<file path="src/hw/rtl/sha_pkg.sv">
// shared types and constants for the sha-256 stream hasher
package sha_pkg;

  typedef logic [31:0] word_t;
  typedef logic [7:0][31:0] chain_t;

  localparam int unsigned ROUNDS = 64;
  localparam int unsigned BLOCK_BYTES = 64;

  localparam logic [5:0] FILL_LEN_AT = 6'd56;
  localparam logic [7:0] PAD_MARK = 8'h80;
  localparam logic [2:0] LAST_WORD_IDX = 3'd7;

  localparam word_t INIT_H [8] = '{
    32'h6a09e667, 32'hbb67ae85, 32'h3c6ef372, 32'ha54ff53a,
    32'h510e527f, 32'h9b05688c, 32'h1f83d9ab, 32'h5be0cd19
  };

  localparam word_t ROUND_K [ROUNDS] = '{
    32'h428a2f98, 32'h71374491, 32'hb5c0fbcf, 32'he9b5dba5,
    32'h3956c25b, 32'h59f111f1, 32'h923f82a4, 32'hab1c5ed5,
    32'hd807aa98, 32'h12835b01, 32'h243185be, 32'h550c7dc3,
    32'h72be5d74, 32'h80deb1fe, 32'h9bdc06a7, 32'hc19bf174,
    32'he49b69c1, 32'hefbe4786, 32'h0fc19dc6, 32'h240ca1cc,
    32'h2de92c6f, 32'h4a7484aa, 32'h5cb0a9dc, 32'h76f988da,
    32'h983e5152, 32'ha831c66d, 32'hb00327c8, 32'hbf597fc7,
    32'hc6e00bf3, 32'hd5a79147, 32'h06ca6351, 32'h14292967,
    32'h27b70a85, 32'h2e1b2138, 32'h4d2c6dfc, 32'h53380d13,
    32'h650a7354, 32'h766a0abb, 32'h81c2c92e, 32'h92722c85,
    32'ha2bfe8a1, 32'ha81a664b, 32'hc24b8b70, 32'hc76c51a3,
    32'hd192e819, 32'hd6990624, 32'hf40e3585, 32'h106aa070,
    32'h19a4c116, 32'h1e376c08, 32'h2748774c, 32'h34b0bcb5,
    32'h391c0cb3, 32'h4ed8aa4a, 32'h5b9cca4f, 32'h682e6ff3,
    32'h748f82ee, 32'h78a5636f, 32'h84c87814, 32'h8cc70208,
    32'h90befffa, 32'ha4506ceb, 32'hbef9a3f7, 32'hc67178f2
  };

  typedef struct packed {
    logic       push;
    logic [7:0] push_byte;
    logic       restart;
  } core_ctrl_t;

  typedef struct packed {
    logic       ready;
    logic [5:0] fill;
  } core_stat_t;

endpackage

</file>
<file path="src/hw/rtl/sha_stream_if.sv">
// stream interfaces for message bytes and digest words
interface sha_in_if;
  logic       valid;
  logic       ready;
  logic [7:0] data_byte;
  logic       has_byte;
  logic       end_of_message;

  modport source (output valid, output data_byte, output has_byte, output end_of_message,
                  input ready);
  modport sink (input valid, input data_byte, input has_byte, input end_of_message,
                output ready);
endinterface

interface sha_out_if;
  logic        valid;
  logic        ready;
  logic [31:0] digest_word;
  logic [2:0]  word_index;
  logic        last_word;

  modport source (output valid, output digest_word, output word_index, output last_word,
                  input ready);
  modport sink (input valid, input digest_word, input word_index, input last_word,
                output ready);
endinterface

</file>
<file path="src/hw/rtl/sha_core.sv">
// block buffer, message schedule window and one-round-per-cycle compression
module sha_core (
  input  logic                clk,
  input  logic                rst,
  input  sha_pkg::core_ctrl_t ctrl,
  output sha_pkg::core_stat_t stat,
  output sha_pkg::chain_t     chain_out
);

  typedef enum logic [1:0] {C_IDLE, C_ROUND, C_ADD} core_state_t;

  core_state_t   state;
  logic [5:0]    rnd;
  logic [5:0]    fill;
  logic [511:0]  blk;
  sha_pkg::word_t v [8];
  sha_pkg::word_t chain [8];

  sha_pkg::word_t w_t, w_1, w_9, w_14, w_new, t1, t2;

  function automatic sha_pkg::word_t bsig0(input sha_pkg::word_t x);
    return {x[1:0], x[31:2]} ^ {x[12:0], x[31:13]} ^ {x[21:0], x[31:22]};
  endfunction

  function automatic sha_pkg::word_t bsig1(input sha_pkg::word_t x);
    return {x[5:0], x[31:6]} ^ {x[10:0], x[31:11]} ^ {x[24:0], x[31:25]};
  endfunction

  function automatic sha_pkg::word_t ssig0(input sha_pkg::word_t x);
    return {x[6:0], x[31:7]} ^ {x[17:0], x[31:18]} ^ (x >> 3);
  endfunction

  function automatic sha_pkg::word_t ssig1(input sha_pkg::word_t x);
    return {x[16:0], x[31:17]} ^ {x[18:0], x[31:19]} ^ (x >> 10);
  endfunction

  // window word j sits at blk[511-32j -: 32]
  assign w_t  = blk[511:480];
  assign w_1  = blk[479:448];
  assign w_9  = blk[223:192];
  assign w_14 = blk[63:32];

  always_comb begin
    w_new = w_t + ssig0(w_1) + w_9 + ssig1(w_14);
    t1 = v[7] + bsig1(v[4]) + ((v[4] & v[5]) ^ (~v[4] & v[6])) + sha_pkg::ROUND_K[rnd] + w_t;
    t2 = bsig0(v[0]) + ((v[0] & v[1]) ^ (v[0] & v[2]) ^ (v[1] & v[2]));
  end

  always_comb begin
    stat.ready = (state == C_IDLE);
    stat.fill = fill;
    for (int i = 0; i < 8; i++) begin
      chain_out[i] = chain[i];
    end
  end

  always_ff @(posedge clk) begin
    if (rst) begin
      state <= C_IDLE;
      rnd <= '0;
      fill <= '0;
      chain <= sha_pkg::INIT_H;
    end else begin
      case (state)
        C_IDLE: begin
          if (ctrl.restart) begin
            chain <= sha_pkg::INIT_H;
            fill <= '0;
          end else if (ctrl.push) begin
            blk <= {blk[503:0], ctrl.push_byte};
            fill <= fill + 6'd1;
            if (fill == 6'(sha_pkg::BLOCK_BYTES - 1)) begin
              v <= chain;
              rnd <= '0;
              state <= C_ROUND;
            end
          end
        end
        C_ROUND: begin
          blk <= {blk[479:0], w_new};
          v[7] <= v[6];
          v[6] <= v[5];
          v[5] <= v[4];
          v[4] <= v[3] + t1;
          v[3] <= v[2];
          v[2] <= v[1];
          v[1] <= v[0];
          v[0] <= t1 + t2;
          rnd <= rnd + 6'd1;
          if (rnd == 6'(sha_pkg::ROUNDS - 1)) begin
            state <= C_ADD;
          end
        end
        C_ADD: begin
          for (int i = 0; i < 8; i++) begin
            chain[i] <= chain[i] + v[i];
          end
          state <= C_IDLE;
        end
        default: begin
          state <= C_IDLE;
        end
      endcase
    end
  end

  a_push_when_idle: assert property (@(posedge clk) disable iff (rst)
    ctrl.push |-> state == C_IDLE)
    else $error("byte pushed while compression runs");

  a_full_starts: assert property (@(posedge clk) disable iff (rst)
    (state == C_IDLE && ctrl.push && !ctrl.restart && fill == 6'(sha_pkg::BLOCK_BYTES - 1))
      |=> (state == C_ROUND && rnd == '0 && fill == '0))
    else $error("full block did not start compression");

  a_restart_idle: assert property (@(posedge clk) disable iff (rst)
    ctrl.restart |-> (state == C_IDLE && !ctrl.push))
    else $error("restart outside idle or with a push");

endmodule

</file>
<file path="src/hw/rtl/sha256_stream_hasher.sv">
// sha-256 over a byte stream with padding and digest word output
// a byte transaction with has_byte set pushes one byte; every 64th byte, padding included, starts a compression
// (64 rounds of the shared round unit, one per cycle, plus one chaining add)
// end of message: the mark byte, zero bytes until the fill reaches 56, 8 length bytes,
// one or two compressions, then 8 digest words at one per cycle when taken
// rst is synchronous: initial hash loaded, length and fill cleared, no words pending
module sha256_stream_hasher (
  input  logic      clk,
  input  logic      rst,
  sha_in_if.sink    in_ch,
  sha_out_if.source out_ch
);

  typedef enum logic [2:0] {S_IDLE, S_MARK, S_ZERO, S_LEN, S_DRAIN, S_EMIT} top_state_t;

  top_state_t          st;
  logic [2:0]          len_cnt;
  logic [2:0]          idx;
  logic [63:0]         message_bits;
  sha_pkg::core_ctrl_t core_ctrl;
  sha_pkg::core_stat_t core_stat;
  sha_pkg::chain_t     chain;
  logic                in_fire, out_fire;

  sha_core u_core (
    .clk      (clk),
    .rst      (rst),
    .ctrl     (core_ctrl),
    .stat     (core_stat),
    .chain_out(chain)
  );

  assign in_ch.ready = (st == S_IDLE) && core_stat.ready;
  assign in_fire = in_ch.valid && in_ch.ready;

  assign out_ch.valid = (st == S_EMIT);
  assign out_ch.digest_word = chain[idx];
  assign out_ch.word_index = idx;
  assign out_ch.last_word = (idx == sha_pkg::LAST_WORD_IDX);
  assign out_fire = out_ch.valid && out_ch.ready;

  always_comb begin
    core_ctrl.push = 1'b0;
    core_ctrl.push_byte = '0;
    core_ctrl.restart = 1'b0;
    case (st)
      S_IDLE: begin
        core_ctrl.push = in_fire && in_ch.has_byte;
        core_ctrl.push_byte = in_ch.data_byte;
      end
      S_MARK: begin
        core_ctrl.push = core_stat.ready;
        core_ctrl.push_byte = sha_pkg::PAD_MARK;
      end
      S_ZERO: begin
        core_ctrl.push = core_stat.ready && (core_stat.fill != sha_pkg::FILL_LEN_AT);
      end
      S_LEN: begin
        core_ctrl.push = core_stat.ready;
        core_ctrl.push_byte = message_bits[63:56];
      end
      S_EMIT: begin
        core_ctrl.restart = out_fire && out_ch.last_word;
      end
      default: begin
        core_ctrl.push = 1'b0;
      end
    endcase
  end

  always_ff @(posedge clk) begin
    if (rst) begin
      st <= S_IDLE;
      len_cnt <= '0;
      idx <= '0;
      message_bits <= '0;
    end else begin
      case (st)
        S_IDLE: begin
          if (in_fire) begin
            if (in_ch.has_byte) begin
              message_bits <= message_bits + 64'd8;
            end
            if (in_ch.end_of_message) begin
              st <= S_MARK;
            end
          end
        end
        S_MARK: begin
          if (core_stat.ready) begin
            st <= S_ZERO;
          end
        end
        S_ZERO: begin
          if (core_stat.ready && core_stat.fill == sha_pkg::FILL_LEN_AT) begin
            len_cnt <= '0;
            st <= S_LEN;
          end
        end
        S_LEN: begin
          if (core_stat.ready) begin
            message_bits <= {message_bits[55:0], message_bits[63:56]};
            len_cnt <= len_cnt + 3'd1;
            if (len_cnt == 3'd7) begin
              st <= S_DRAIN;
            end
          end
        end
        S_DRAIN: begin
          if (core_stat.ready) begin
            idx <= '0;
            st <= S_EMIT;
          end
        end
        S_EMIT: begin
          if (out_fire) begin
            idx <= idx + 3'd1;
            if (out_ch.last_word) begin
              message_bits <= '0;
              st <= S_IDLE;
            end
          end
        end
        default: begin
          st <= S_IDLE;
        end
      endcase
    end
  end

  a_accept_core_idle: assert property (@(posedge clk) disable iff (rst)
    in_fire |-> core_stat.ready)
    else $error("transaction accepted while core busy");

  a_len_aligned: assert property (@(posedge clk) disable iff (rst)
    (st == S_DRAIN && core_stat.ready) |-> core_stat.fill == '0)
    else $error("padded message not block aligned");

  a_restart_clean: assert property (@(posedge clk) disable iff (rst)
    (out_fire && out_ch.last_word) |=> (st == S_IDLE && message_bits == '0
      && core_stat.fill == '0))
    else $error("state not reinitialized after digest");

endmodule
</file>
<file path="src/flat_wrapper.sv">
// flat-port wrapper written by rule: the top's interface ports become plain ports
module sha256_stream_hasher_flat 
  (clk, rst, in_ch_valid, in_ch_data_byte, in_ch_has_byte, in_ch_end_of_message, in_ch_ready, out_ch_valid, out_ch_digest_word, out_ch_word_index, out_ch_last_word, out_ch_ready);
  sha_in_if in_ch_i ();
  sha_out_if out_ch_i ();
  input  logic clk;
  input  logic rst;
  input wire logic [$bits(in_ch_i.valid)-1:0] in_ch_valid;
  input wire logic [$bits(in_ch_i.data_byte)-1:0] in_ch_data_byte;
  input wire logic [$bits(in_ch_i.has_byte)-1:0] in_ch_has_byte;
  input wire logic [$bits(in_ch_i.end_of_message)-1:0] in_ch_end_of_message;
  output wire logic [$bits(in_ch_i.ready)-1:0] in_ch_ready;
  output wire logic [$bits(out_ch_i.valid)-1:0] out_ch_valid;
  output wire logic [$bits(out_ch_i.digest_word)-1:0] out_ch_digest_word;
  output wire logic [$bits(out_ch_i.word_index)-1:0] out_ch_word_index;
  output wire logic [$bits(out_ch_i.last_word)-1:0] out_ch_last_word;
  input wire logic [$bits(out_ch_i.ready)-1:0] out_ch_ready;
  assign in_ch_i.valid = in_ch_valid;
  assign in_ch_i.data_byte = in_ch_data_byte;
  assign in_ch_i.has_byte = in_ch_has_byte;
  assign in_ch_i.end_of_message = in_ch_end_of_message;
  assign in_ch_ready = in_ch_i.ready;
  assign out_ch_valid = out_ch_i.valid;
  assign out_ch_digest_word = out_ch_i.digest_word;
  assign out_ch_word_index = out_ch_i.word_index;
  assign out_ch_last_word = out_ch_i.last_word;
  assign out_ch_i.ready = out_ch_ready;
  sha256_stream_hasher u_core (.clk(clk), .rst(rst), .in_ch(in_ch_i), .out_ch(out_ch_i));
endmodule
</file>
<file path="config.mk">
export PLATFORM = sky130hd
export DESIGN_NAME = sha256_stream_hasher_flat
export DESIGN_NICKNAME = d
export VERILOG_FILES = /design/src/hw/rtl/sha_pkg.sv /design/src/hw/rtl/sha_stream_if.sv /design/src/hw/rtl/sha_core.sv /design/src/hw/rtl/sha256_stream_hasher.sv /design/src/flat_wrapper.sv
export SDC_FILE = /design/constraint.sdc
export NUM_CORES = 2
export LEC_CHECK = 0
export ABC_CLOCK_PERIOD_IN_PS = 63000
export BUFFER_PORTS_ARGS = -buffer_cell sky130_fd_sc_hd__clkbuf_2
export CAP_MARGIN = 20
export CORE_UTILIZATION = 35
export DETAILED_ROUTE_END_ITERATION = 10
export SLEW_MARGIN = 10
export SYNTH_ARGS = -nofsm -noshare
export SYNTH_HDL_FRONTEND = slang
export SYNTH_SLANG_ARGS = --single-unit
</file>
<file path="constraint.sdc">
create_clock -name clk -period 63 [get_ports clk]
set_input_delay 6.3 -clock clk [delete_from_list [all_inputs] [get_ports clk]]
set_output_delay 6.3 -clock clk [all_outputs]
set_load 0.02 [all_outputs]
</file>
---- Word level (Yosys, flattened, before mapping) ----
Memory sizes are Yosys's and may differ from the RTL's.
Index checks and enable logic that the tools add are counted.
operators by class
  shift-type cells ........................ 0
  magnitude comparators ................... 2
  multiply operators ...................... 0
  add/subtract/negate cells ............... 23
  muxes and demuxes ....................... 49
  reduce and logical (&&, ||, !) cells .... 26
  bitwise operators ....................... 19
  equal/unequal tests ..................... 28
  divide/modulo/power cells ............... 0
operators with widths
  operator                                                         count
  256-bit 2-to-1 mux                                               4
  512-bit 2-to-1 mux                                               2
  256-bit case mux with 2 select lines                             2
  512-bit case mux with 2 select lines                             1
  32-bit adder                                                     18
  64-bit 2-to-1 mux                                                5
  32-bit bitwise XOR                                               9
  64-bit case mux with 3 select lines                              1
  32-bit AND                                                       5
  32-bit binary-select mux with 3-bit select                       1
  32-bit 2-to-1 mux                                                3
  64-bit by 4-bit adder with 64-bit output, second input constant  1
  3-bit 2-to-1 mux                                                 13
  32-bit inverter                                                  1
  32-bit by 22-bit bitwise XOR with 32-bit output                  1
  32-bit by 29-bit bitwise XOR with 32-bit output                  1
  6-bit 2-to-1 mux                                                 5
  8-bit case mux with 3 select lines                               1
  6-bit == test, second input constant                             3
  2-bit != test, second input constant                             9
  3-bit case mux with 6 select lines                               1
  6-bit by 1-bit adder with 6-bit output, second input constant    2
  3-bit == test, second input constant                             4
  2-bit by 1-bit != test with 1-bit output, second input constant  6
  other kinds (28)                                                 48
word-level totals
  bits in latches ......................... 0
  RAM bits ................................ 0
  register bits after elaboration ......... 1,111
  memories kept ........................... 1
  output and inout bits ................... 38
  ROM bits ................................ 2,048
  input port bits ......................... 14
  word-level logic and storage cells ...... 172
memory list
  name              words  width  read ports  clocked after Yosys merged registers in  write ports  RTL line        text
  (name not given)  64     32     1           0                                        0            sha_core.sv:45  t1 = v[7] + bsig1(v[4]) + ((v[4] & v[5]) ^ (~v[4] & v[6])) + sha_pkg::ROUND_K[rnd] + w_t;

---- Logic depth before layout (Yosys ltp) ----
  word-level depth ........................ 8
  gate-level depth with buffers ........... 39
  mapped depth without buffers ............ 37

---- By module ----
A second synthesis with hierarchy kept.
unflattened totals
  cells, all modules ...................... 8,501
  area total of the unflattened synthesis .. 75,733.9 um2
by module, submodules not included
  module                instances  area an instance (um2)  seq. area each (um2)  cells each
  sha_core              1          68,809.7                28,467.3              7,705
  sha256_stream_hasher  1          6,924.1                 1,461.4               796

---- Worst setup path after synthesis ----
Ideal clock, no wire load.
  path type ............................... input-to-reg
  start ................................... input port out_ch_ready
  end ..................................... register u_core.u_core.blk[0], enable pin
  arrival ................................. 28.193 ns
  stages on the path ...................... 5
  setup time .............................. 1.400 ns
  slack ................................... 33.407 ns
  data required time ...................... 61.600 ns
  path buffers ............................ 1
  cell sequence ........................... nand2_1 > or3_1 > clkbuf_1 > o21ai_1 > nor2_1
between the ends
  longest elaborated chain between the ends .. 5
RTL lines
  element                        RTL line                    text
  from (decl)                    flat_wrapper.sv:17          input wire logic [$bits(out_ch_i.ready)-1:0] out_ch_ready;
  1-bit logical AND              sha256_stream_hasher.sv:40  assign out_fire = out_ch.valid && out_ch.ready;
  1-bit logical AND              sha256_stream_hasher.sv:63  core_ctrl.restart = out_fire && out_ch.last_word;
  1-bit 2-to-1 mux               sha256_stream_hasher.sv:46  case (st)
  2-bit != test (no line)        -
  4-bit AND reduction (no line)  -
  to (signal assigned)           sha_core.sv:70              blk <= {blk[503:0], ctrl.push_byte};
  to (signal assigned)           sha_core.sv:80              blk <= {blk[479:0], w_new};
  to (decl)                      sha_core.sv:15              logic [511:0] blk;
Every way passes these cells.
A chain may end at the register's enable or synchronous reset.

---- Worst setup path after layout ----
  start ................................... register u_core.idx[0], in the netlist u_core.out_ch.word_index[0]
  end ..................................... output port out_ch_digest_word[20]
between the ends
  longest elaborated chain between the ends .. 2
RTL lines
  element                                     RTL line                     text
  from (decl)                                 sha256_stream_hasher.sv:18   logic [2:0] idx;
  from (signal assigned)                      sha256_stream_hasher.sv:117  idx <= idx + 3'd1;
  32-bit binary-select mux with 3-bit select  sha256_stream_hasher.sv:37   assign out_ch.digest_word = chain[idx];
  32-bit 2-to-1 mux (implied by the code)     sha256_stream_hasher.sv:37
  to (decl)                                   flat_wrapper.sv:14           output wire logic [$bits(out_ch_i.digest_word)-1:0] out_ch_digest_word;
Every way passes these cells. The select of a mux whose other input is x is not followed.

==> load_flow_metrics.sql <==
INSERT INTO impl_metrics (metric_group, metric, value, unit) VALUES
('yosys', 'postSynthCellCount', '8681', ''),
('routing', 'avgRoutedWirePerCell', '21.6', 'µm'),
('sta', 'worstMarginPinSlew', '1.27', 'ns'),
('yosys', 'synth_cell_type_count', '103', ''),
('cells_and_area', 'final_common_cell', 'sky130_fd_sc_hd__nand2_1', ''),
('die', 'die_x', '467', 'µm'),
('cells_and_area', 'nets', '9049', ''),
('routing', 'detail_route.vias_per_cell', '5.53', ''),
('yosys', 'net_count_synth', '9296', ''),
('critical_path', 'critPathLaunch', 'u_core.out_ch.word_index[0]$_SDFFE_PP0P_', ''),
('critical_path', 'critical_path.max_fanout', '36', ''),
('placed_design', 'place_inst', '11100', ''),
('outcome', 'run_status', 'finished, final reports clean', ''),
('sta', 'crit_share_post_route', '15.6', '%'),
('pwr', 'sw_frac_of_total', '42.7', '%'),
('sta', 'max_clock_freq', '102', 'MHz'),
('routing', 'number_of_detailed_routing_iterations_run_before_antenna_repair', '8', ''),
('global_route', 'grt_start_max_net_pins', '232', ''),
('pwr', 'totalPowerFinal', '0.00345', 'W'),
('critical_path', 'cp-end-kind', 'output port', ''),
('critical_path', 'cp_slowest_stage_delay', '0.79', 'ns'),
('die', 'initial_core_util', '35.3', '%'),
('pwr', 'total_power_divided_by_cell_area', '41.6', 'nW/µm²'),
('clocking', 'clock_tree.root_cell', 'sky130_fd_sc_hd__clkbuf_16', ''),
('pwr', 'psw', '0.00147', 'W'),
('cells_and_area', 'finish.instance_area', '82800', 'µm²'),
('placed_design', 'worst_setup_slack_after_placement', '52.59', 'ns'),
('pwr', 'ir_worst_vdd', '0.0440', 'mV'),
('global_route', 'grt_antenna_before_repair', '3', ''),
('routing', 'antenna_violating_nets_post_route', '0', ''),
('cells_and_area', 'multiInputGateArea', '42500', 'µm²'),
('clocking', 'post-cts-setup-buffers', '0', ''),
('cells_and_area', 'drive_above_1_share', '6.21', '%'),
('sta', 'setup_tns', '0', 'ns'),
('pwr', 'p_seq_share', '28.7', '%'),
('die', 'rows', '170', ''),
('critical_path', 'timing.critical_path.max_delay_family', 'multiplexers', ''),
('critical_path', 'arrival', '3.53', 'ns'),
('pwr', 'power.share.clock', '22.4', '%'),
('yosys', 'synthesis.area_per_instance', '8.73', 'µm²'),
('clocking', 'worst_skew_pair.late_latency', '0.82', 'ns'),
('clocking', 'cts.repair.resized', '0', ''),
('flow_run', 'timing.max_cap.violations', '0', ''),
('cells_and_area', 'layout-area-overhead-vs-synth', '9.28', '%'),
('routing', 'drt_first_iter_violations', '6425', ''),
('placed_design', 'detailed_place.area', '78400', 'µm²'),
('yosys', 'synth_enable_flop_cells', '768', ''),
('critical_path', 'req_time_crit_path', '56.70', 'ns'),
('sta', 'postLayoutSetupSlackWorst', '53.17', 'ns'),
('die', 'fp.dieH', '467', 'µm'),
('critical_path', 'critPathSlowestCell', 'sky130_fd_sc_hd__dfxtp_4', ''),
('clocking', 'ctsHtreeMaxLevel', '4', ''),
('global_route', 'grt_pass1_vias', '60200', ''),
('worst_hold_path', 'timing.hold.worst.start', 'u_core.out_ch.word_index[2]$_SDFFE_PP0P_', ''),
('clocking', 'cts_max_path_buffers', '3', ''),
('sta', 'report.final.slew_viol_count', '0', ''),
('critical_path', 'critical_path.startpoint_type', 'flip-flop', ''),
('die', 'die_area', '218000', 'µm²'),
('critical_path', 'cp.buffers_inverters', '2', ''),
('clocking', 'cts_sinks', '1111', ''),
('sta', 'finalHoldViolCount', '0', ''),
('die', 'top_level_ports', '52', ''),
('sta', 'final.setup_skew', '0.0556', 'ns'),
('yosys', 'synth_warnings', '0', ''),
('critical_path', 'crit_type', 'reg2out', ''),
('cells_and_area', 'final.fill_count', '21500', ''),
('sta', 'rsz_0062_raised_after_global_routing', 'no', ''),
('pwr', 'internal_power', '0.00198', 'W'),
('pwr', 'combPwrFrac', '48.9', '%'),
('global_route', 'overflow', '0', ''),
('yosys', 'ffs_latches_synth', '1111', '');
-- power groups by stage --
| stage | sequential, W | combinational (W) | clock, W |
|---|---|---|---|
| finish | 0.000989 | 0.00169 | 0.000773 |
| global route | 0.000998 | 0.00185 | 0.000813 |
| CTS | 0.000987 | 0.00167 | 0.000787 |
| detailed placement | 0.00100 | 0.00166 | 0 |
| global placement | 0.00100 | 0.00165 | 0 |
| floorplan | 0.00102 | 0.00119 | 0 |
-- logic make-up after synthesis --
| kind of cell | count (synthesis) | synth area share, % |
|---|---|---|
| flip-flops | 1111 | 39.5 |
| AND/OR/NAND/NOR | 3508 | 19.0 |
| XOR/XNOR | 568 | 6.60 |
| buffers and inverters | 917 | 4.56 |
| adder cells (fa/ha/maj) | 603 | 11.9 |
| multiplexers | 145 | 3.21 |
| AO/OA/AOI/OAI | 1829 | 15.2 |
-- registers in the layout, summed over array words and instances (netlist names) --
| name | cells |
|---|---|
| u_core.u_core.fill | 6 |
| u_core.len_cnt | 3 |
| u_core.u_core.rnd | 6 |
| u_core.u_core.state | 2 |
| u_core.st | 3 |
| u_core.u_core.chain_out | 256 |
| u_core.u_core.v | 256 |
| u_core.message_bits | 64 |
| u_core.out_ch.word_index | 3 |
| u_core.u_core.blk | 512 |
-- tightest hold or removal path: stages, from the launching register on --
cell	delay, ns
sky130_fd_sc_hd__dfxtp_2	0.33
sky130_fd_sc_hd__nand2_1	0.05
sky130_fd_sc_hd__a21oi_1	0.05
-- cell usage after synthesis (all sizes together), types with 62 or more instances --
master  number  area, µm²
a21o       207       1560
o21ai      514       2580
a21oi      489       2450
xor2       191       1670
fa         195       3900
nand2b      73        457
nor3       127        636
nand2     2457       9220
ha         406       5080
clkbuf     461       1730
edfxtp     768      23100
dfxtp      343       6870
mux4        72       1620
nor2       447       1680
xnor2      375       3280
mux2        62        698
nand3      150        751
o21a        67        503
inv        411       1540
-- path summary, 6_finish.rpt --
kind | endpoint | slack, ns | depth (start not counted)
max | out_ch_digest_word[20] | 53.17 | 4
min | u_core.out_ch.word_index[2]$_SDFFE_PP0P_ | 0.48 | 2
max reg2reg | u_core.u_core.v[252]$_DFFE_PP_ | 53.33 | 32
min reg2reg | u_core.out_ch.word_index[2]$_SDFFE_PP0P_ | 0.48 | 2
-- metal layers --
metal	part of all wire (%)	vias up	track usage, %
li1	-	29400	-
met1	43	30500	30.5
met2	44	2550	34.2
met3	7.5	496	2.99
met4	4.8	0	9.69
met5	0	-	0
-- metrics by stage --
step | hold slack (ns) | utilization [%]
5_1_grt | 0.512 | 38.5
6_report | 0.476 | 38.5
4_1_cts | 0.479 | 38.5
3_3_place_gp | 0.467 | 36.5
2_1_floorplan | 0.446 | -
3_5_place_dp | 0.465 | 36.5
-- layout make-up --
type / instances / area share [%]
repair buffers: 124 / 1.13
clock inverters: 61 / 0.945
flip-flops and latches: 1111 / 36.2
multi-input cells: 6653 / 51.3
inverters: 414 / 1.88
diodes: 2 / 0.00605
clock buffers: 175 / 4.27
well taps: 2838 / 4.29
Power figures use the tool's default switching activity.
